## src/rtl/clconv_pkg.sv

```systemverilog
// Shared types, constants and helper functions for the clamped 2D convolution block.
// Used by the controller, the datapath and the top level; depends on nothing.
`timescale 1ns / 1ps

package clconv_pkg;

	// image and filter limits
	localparam int MAX_ROWS         = 256;
	localparam int MAX_COLS         = 256;
	localparam int MAX_FILTER_WIDTH = 9;
	localparam int COEFF_FRAC_BITS  = 14;

	// field widths
	localparam int ROW_W   = 8;
	localparam int COL_W   = 8;
	localparam int PIX_W   = 8;
	localparam int COEFF_W = 16;
	localparam int CMD_W   = 2;
	localparam int DIM_W   = 9;
	localparam int FW_W    = 4;
	localparam int CFG_IDX_W = 2;

	localparam int TAP_DEPTH   = MAX_FILTER_WIDTH * MAX_FILTER_WIDTH;
	localparam int TAP_W       = $clog2(TAP_DEPTH);
	localparam int STORE_DEPTH = MAX_ROWS * MAX_COLS;
	localparam int STORE_AW    = ROW_W + COL_W;
	localparam int COORD_W     = ROW_W + 2;
	localparam int PROD_W      = COEFF_W + PIX_W + 1;
	localparam int ACC_W       = PROD_W + TAP_W;

	// command codes
	localparam logic [CMD_W-1:0] CMD_LOAD_COEFF  = 2'd0;
	localparam logic [CMD_W-1:0] CMD_WRITE_PIXEL = 2'd1;
	localparam logic [CMD_W-1:0] CMD_COMPUTE     = 2'd2;

	// configuration register indexes
	localparam logic [CFG_IDX_W-1:0] REG_IMAGE_ROWS   = 2'd0;
	localparam logic [CFG_IDX_W-1:0] REG_IMAGE_COLS   = 2'd1;
	localparam logic [CFG_IDX_W-1:0] REG_FILTER_WIDTH = 2'd2;

	// result status codes
	localparam logic STATUS_OK      = 1'b0;
	localparam logic STATUS_OUTSIDE = 1'b1;

	typedef struct packed {
		logic [CMD_W-1:0]          cmd;
		logic [ROW_W-1:0]          row;
		logic [COL_W-1:0]          col;
		logic [TAP_W-1:0]          tap_index;
		logic signed [COEFF_W-1:0] coeff_value;
		logic [PIX_W-1:0]          pixel_in;
	} req_t;

	typedef struct packed {
		logic [PIX_W-1:0] blurred_pixel;
		logic [ROW_W-1:0] out_row;
		logic [COL_W-1:0] out_col;
		logic             status;
	} rsp_t;

	// controller to datapath
	typedef struct packed {
		logic             wr_coeff;
		logic             wr_pixel;
		logic             clear_acc;
		logic             step;
		logic             finish;
		logic [FW_W-1:0]  y;
		logic [FW_W-1:0]  x;
		logic [TAP_W-1:0] tap;
	} ctl_cmd_t;

	// datapath to controller
	typedef struct packed {
		logic [CMD_W-1:0] cmd;
		logic             in_image;
		logic             tap_ok;
		logic [FW_W-1:0]  fw;
	} dp_stat_t;

	function automatic logic [DIM_W-1:0] sat_dim(input logic [DIM_W-1:0] v,
		input logic [DIM_W-1:0] hi);
		logic [DIM_W-1:0] r;
		if (v == '0)
			r = DIM_W'(1);
		else if (v > hi)
			r = hi;
		else
			r = v;
		return r;
	endfunction

	function automatic logic [FW_W-1:0] sat_fw(input logic [FW_W-1:0] v);
		logic [FW_W-1:0] r;
		if (v == '0)
			r = FW_W'(1);
		else if (v > FW_W'(MAX_FILTER_WIDTH))
			r = FW_W'(MAX_FILTER_WIDTH);
		else
			r = v;
		return r;
	endfunction

	// clamp a window coordinate into 0..n-1
	function automatic logic [ROW_W-1:0] clamp_coord(input logic signed [COORD_W-1:0] v,
		input logic [DIM_W-1:0] n);
		logic [DIM_W-1:0] last;
		logic [ROW_W-1:0] r;
		last = n - DIM_W'(1);
		if (v < 0)
			r = '0;
		else if (v >= $signed({1'b0, n}))
			r = last[ROW_W-1:0];
		else
			r = v[ROW_W-1:0];
		return r;
	endfunction

	// drop fraction bits and saturate to the pixel range
	function automatic logic [PIX_W-1:0] pixel_from_acc(input logic signed [ACC_W-1:0] acc);
		logic [ACC_W-1:0] q;
		logic [PIX_W-1:0] r;
		q = ACC_W'(acc) >> COEFF_FRAC_BITS;
		if (acc <= 0)
			r = '0;
		else if (q > ACC_W'((1 << PIX_W) - 1))
			r = '1;
		else
			r = q[PIX_W-1:0];
		return r;
	endfunction

endpackage

```

## src/rtl/clconv_ctrl.sv

```systemverilog
// Controller of the clamped 2D convolution: decodes each command word and walks the
// filter window one tap a cycle. Depends on clconv_pkg.
`timescale 1ns / 1ps

module clconv_ctrl (
	input  logic                  clk,
	input  logic                  arst_n,
	input  logic                  start,
	output logic                  busy,
	output logic                  accept,
	input  clconv_pkg::dp_stat_t  stat,
	output clconv_pkg::ctl_cmd_t  cmd
);
	import clconv_pkg::*;

	typedef enum logic [2:0] {
		ST_IDLE,
		ST_DECODE,
		ST_RUN,
		ST_DRAIN,
		ST_DONE
	} state_t;

	state_t          state_q;
	logic            busy_q;
	logic            drain_q;
	ctl_cmd_t        cmd_q;
	logic [FW_W-1:0] fw_last;

	assign accept  = start & ~busy_q;
	assign busy    = busy_q;
	assign cmd     = cmd_q;
	assign fw_last = stat.fw - FW_W'(1);

	always_ff @(posedge clk or negedge arst_n) begin
		if (!arst_n) begin
			state_q <= ST_IDLE;
			busy_q  <= 1'b0;
			drain_q <= 1'b0;
			cmd_q   <= '0;
		end else begin
			cmd_q.wr_coeff  <= 1'b0;
			cmd_q.wr_pixel  <= 1'b0;
			cmd_q.clear_acc <= 1'b0;
			cmd_q.finish    <= 1'b0;
			unique case (state_q)
				ST_IDLE: begin
					if (accept) begin
						state_q <= ST_DECODE;
						busy_q  <= 1'b1;
					end
				end
				ST_DECODE: begin
					if (stat.cmd == CMD_LOAD_COEFF) begin
						cmd_q.wr_coeff <= stat.tap_ok;
						state_q        <= ST_IDLE;
						busy_q         <= 1'b0;
					end else if (stat.cmd == CMD_WRITE_PIXEL) begin
						cmd_q.wr_pixel <= stat.in_image;
						state_q        <= ST_IDLE;
						busy_q         <= 1'b0;
					end else if (stat.cmd == CMD_COMPUTE) begin
						if (stat.in_image) begin
							cmd_q.clear_acc <= 1'b1;
							cmd_q.step      <= 1'b1;
							cmd_q.y         <= '0;
							cmd_q.x         <= '0;
							cmd_q.tap       <= '0;
							state_q         <= ST_RUN;
						end else begin
							cmd_q.finish <= 1'b1;
							state_q      <= ST_DONE;
						end
					end else begin
						state_q <= ST_IDLE;
						busy_q  <= 1'b0;
					end
				end
				ST_RUN: begin
					// advance across the row, then down
					if (cmd_q.x == fw_last) begin
						if (cmd_q.y == fw_last) begin
							cmd_q.step <= 1'b0;
							drain_q    <= 1'b0;
							state_q    <= ST_DRAIN;
						end else begin
							cmd_q.x   <= '0;
							cmd_q.y   <= cmd_q.y + FW_W'(1);
							cmd_q.tap <= cmd_q.tap + TAP_W'(1);
						end
					end else begin
						cmd_q.x   <= cmd_q.x + FW_W'(1);
						cmd_q.tap <= cmd_q.tap + TAP_W'(1);
					end
				end
				ST_DRAIN: begin
					// wait out the read and multiply stages
					if (drain_q) begin
						cmd_q.finish <= 1'b1;
						state_q      <= ST_DONE;
					end else begin
						drain_q <= 1'b1;
					end
				end
				ST_DONE: begin
					busy_q  <= 1'b0;
					state_q <= ST_IDLE;
				end
				default: begin
					busy_q  <= 1'b0;
					state_q <= ST_IDLE;
				end
			endcase
		end
	end

endmodule

```

## config.mk

```make
export PLATFORM = sky130hd
export DESIGN_NAME = clconv_ctrl
export DESIGN_NICKNAME = d
export VERILOG_FILES = /design/src/rtl/clconv_pkg.sv /design/src/rtl/clconv_ctrl.sv
export SDC_FILE = /design/constraint.sdc
export NUM_CORES = 1
export LEC_CHECK = 0
export CAP_MARGIN = 5
export CORE_MARGIN = 2
export CORE_UTILIZATION = 35
export CTS_CLUSTER_SIZE = 8
export DETAILED_ROUTE_END_ITERATION = 8
export DONT_BUFFER_PORTS = 1
export GPL_ROUTABILITY_DRIVEN = 0
export SLEW_MARGIN = 25
export SYNTH_ARGS = -nofsm -noshare
export SYNTH_HDL_FRONTEND = slang
export SYNTH_SLANG_ARGS = --single-unit
export TNS_END_PERCENT = 1
```

## constraint.sdc

```tcl
create_clock -name clk -period 5.1 [get_ports clk]
set_clock_uncertainty 0.05 [all_clocks]
set_input_delay 1.02 -clock clk [delete_from_list [all_inputs] [get_ports clk]]
set_output_delay 1.02 -clock clk [all_outputs]
set_load 0.05 [all_outputs]
```

=== Yosys cells after proc, flatten, opt, wreduce, memory -nomap -nowiden ===
Cells that the tools add are included.

* Add/subtract/negate cells: 4
* Eq/ne operators: 18
* Bitwise logic cells: 3
* Multiplexer cells: 33
* Reduce and logical (&&, ||, !) cells: 11

{| class="wikitable"
|+ Operators with widths
! cell !! count
|-
| 18-bit two-way mux || 2
|-
| 15-bit two-way mux || 2
|-
| 15-bit case mux with 2 select lines || 1
|-
| 3-bit two-way mux || 9
|-
| 19-bit two-way mux || 1
|-
| 2-bit != test, second input constant || 9
|-
| 7-bit AND reduction || 2
|-
| 3-bit case mux with 4 select lines || 1
|-
| 11-bit two-way mux || 1
|-
| 1-bit two-way mux || 10
|-
| 4-bit by 1-bit adder with 4-bit output, second input constant || 2
|-
| 4-bit == test || 2
|-
| 7-bit by 1-bit adder with 7-bit output, second input constant || 1
|-
| 3-bit by 2-bit == test with 1-bit output, second input constant || 2
|-
| 1-bit case mux with 2 select lines || 3
|-
| 3-bit AND reduction || 2
|-
| 6-bit AND reduction || 1
|-
| 4-bit two-way mux || 1
|-
| 4-bit != test, second input constant || 1
|-
| 4-bit AND reduction || 1
|-
| 2-bit nonzero test || 2
|-
| 4-bit by 1-bit subtractor with 4-bit output, second input constant || 1
|-
| 3-bit by 1-bit == test with 1-bit output, second input constant || 1
|-
| 3-bit logical NOT || 1
|-
| other kinds (9) || 10
|}

* Input port bits: 11
* Word-level logic and storage cells: 80
* Output and inout bits: 22
* Register bits after elaboration: 25

=== Longest topological paths before layout ===
* Depth in word-level cells: 5
* Gate-level depth with buffers: 7
* Depth with buffers taken out: 7

=== Worst setup path before layout ===
OpenSTA, ideal clock, no wires.

* Kind: in2out
* Start point: input port start
* End point: output port accept
* Slack: 2.273 ns
* Stages: 1
* Buffers on the path: 0
* Arrival: 1.757 ns
* Data required time: 4.030 ns
* Cells stage by stage: nor2b_1

* Cells in the longest elaborated chain, start to end: 1

{| class="wikitable"
|+ Ends and longest elaborated chain
! element !! RTL line !! text
|-
| start: declaration || clconv_ctrl.sv:8 || <nowiki>input logic start,</nowiki>
|-
| 1-bit bitwise AND || clconv_ctrl.sv:30 || <nowiki>assign accept = start & ~busy_q;</nowiki>
|-
| end: declaration || clconv_ctrl.sv:10 || <nowiki>output logic accept,</nowiki>
|}

No other way between the ends.

=== Worst setup path in the final report ===
Same ends and word-level chain as after synthesis.

==> run metrics <==
net count after synthesis 175; core outline area 4324 um^2; postcts setup bufs 0; Fillers 446; CP cell instances nor2b_1; Longest Clk Path Bufs 2; Hold Crit Class input pin to async pin; main combinational cell family by area after synthesis simple AND/OR/NAND/NOR gates; Post-Synth Adder-Cell Area 3.190%; vias in the first global route 1212; f_max 350.2 MHz; Reg area 625.6 um^2; CTS resizes 0; Final Non-Filler Cells 213; CP startpoint start; Synth Instances 160; Avg Cell Area, Syn 9.806 um^2; XOR/XNOR share of the synthesized area 8.931%; DR pass1 iterations 4; Die Ht 70.96 um; Initial Util 36.28%; Die ar. 5035 um^2; placed cell count 209; vias per cell 5.662; io pins 33; Worst slew margin 33.82%; TritonCTS clock tree done; num rows 24; simple logic cell fraction of the synthesized area 25.60%; # setup viols final 0; Num CTS Buffers 3; Max Cap Viol 0; area leader, netlist dfrtp_1; WP depth 1; Main synth FF type dfrtp_1; TritonCTS Sinks 25; Post-DRT Antenna Nets 0; DIE WIDTH 70.96 um; Post-route DRC 0; RR Startpoint cmd[10]; Lkg Pwr 0.0007036 uW; Overall Global Routing Usage 14.86%; # port buffers 0; share of cells above drive strength 1 11.18%; critical path capture point type output port; number of synthesized flops with an enable pin 0; WP buf/inv 0; Worst Path Class, Setup input pin to output port; Crit path max-delay family simple AND/OR/NAND/NOR gates; global route total overflow 0; pwr dens 561.6 nW/um^2; worst slew pin tran 990.7 ps; complex-gate fraction of the synthesized area 14.27%; Reg clk slew, reported paths 90 ps; drt wl/cell 16.42 um; CP max stage delay 760 ps; Peak VDD IR 0.0001975 V; Crit-path slowest cell nor2b_1; multi-input logic area 897.1 um^2; CTS root buffer clkbuf_8; Clock Latency Late Sink 270 ps; Finished Cell Area 1668 um^2; mux contribution to synthesized area 5.183%; antenna violations before repair 0; Iter 0 DRT Violations 100; Syn Std Cell Area 1569 um^2; WL final 3498 um; reg2reg path depth 5; largest net degree at the start of global routing 26; DR vias 1206; first-pass GRT wire length 5996 um; Final #Nets 177; CP required 4030 ps; largest cells by area after synthesis dfrtp_1 (40%), nand2_1 (4.8%), mux2i_1 (4.5%), ha_1 (3.2%), xnor3_1 (2.9%); FFs w/ async S/R, synth 100.0%; YS warnings 0; CP max FO 2; Synth Register Bits 25; max-slew violations 0; setup_tns 0 ps; Hold Violations, Final 0; CP Launch Type input pin; ant diodes 0; P&R area growth vs syn 6.300%; register area share after synthesis 39.87%; post-cts hold buffer count 0; DP Wirelength 2669 um; Tcrit/Tclk final 55.99%; RSZ-0062 raised after global routing no; H-tree depth 1; Area after DPL 1622 um^2; Crit path arrival time 1790 ps; min Tclk post-route 2856 ps; Netlist cell types 46; status finished clean; top cell type's share of synthesized area 39.87%; Power Total 936.7 uW
## logic make-up after synthesis
| kind of cell | after synthesis |
|---|---|
| AND/OR/NAND/NOR | 68 |
| AO/OA/AOI/OAI | 31 |
| flip-flops | 25 |
| XOR/XNOR | 12 |
| buffers and inverters | 12 |
| multiplexers | 8 |
| adder cells (fa/ha/maj) | 4 |
## per-layer routing
| layer | wire [um] | part of all wire, % | track usage [%] |
|---|---|---|---|
| met1 | 1558 | 45 | 20.56 |
| met2 | 1698 | 49 | 24.09 |
| met3 | 213 | 6.1 | 3.276 |
| met4 | 27 | 0.77 | 3.145 |
| met5 | 0 | 0 | 0 |
## flip-flops by register name, summed over array words and instances, names as in the netlist
signal / count
busy: 1
cmd: 20
drain_q: 1
state_q: 3
## synth_stat cells (all sizes together), types with 4 or more instances
| cell type | number |
|---|---|
| nand2 | 21 |
| inv | 9 |
| a21oi | 6 |
| dfrtp | 25 |
| o21ai | 4 |
| nand2b | 7 |
| ha | 4 |
| xnor2 | 6 |
| nor2 | 7 |
| nand3 | 7 |
| a211oi | 4 |
| xor2 | 4 |
| nor2b | 4 |
| o31ai | 5 |
| mux2i | 7 |
| nor3 | 7 |
| nor4 | 4 |
## path summary, 6_finish.rpt
check                           to  slack (ps)
max                         accept        2240
min                         cmd[5]         380
max reg2reg                 cmd[6]        2610
min reg2reg                drain_q         510
max in group asynchronous  cmd[18]        4540
min in group clk           drain_q         510
## cells in the final DEF, fill, tap and decap left out, types with 2 or more instances in the layout
cell type / n
or4_1: 2
xor2_1: 4
nand2_1: 20
nor4_1: 2
dfrtp_1: 25
nand2b_1: 7
xnor3_1: 2
a31o_2: 3
a22o_1: 2
a211oi_1: 4
nand3_1: 5
o31ai_1: 5
nand3_2: 2
nor3_1: 4
nor2_1: 7
a21oi_1: 6
o21ai_1: 3
nor2b_1: 4
mux2i_1: 7
a31oi_1: 2
clkbuf_8: 3
xnor2_1: 5
ha_1: 4
nor3_2: 2
inv_1: 9
nand3b_1: 2
## through the flow
stage	setup slack [ps]	utilization [%]	hold slack, ps
final	2244	38.57	379.2
after global routing	2232	38.57	366.1
after CTS	2241	38.57	377.7
after detailed placement	2244	37.50	490.6
after global placement	2249	37.50	496.3
after floorplan	2273	-	440.5
## power by group
part / switching, uW / internal (uW)
combinational: 182 / 125
clock: 65.2 / 54.7
sequential: 258 / 252
## final cells by class
type | count | area share (%)
multi-input cells | 123 | 53.79
inverters | 9 | 2.026
clock buffers | 3 | 2.476
flip-flops and latches | 25 | 37.51
clock inverters | 1 | 0.3001
well taps | 52 | 3.901
No activity file was read; power rests on OpenSTA's default activity.
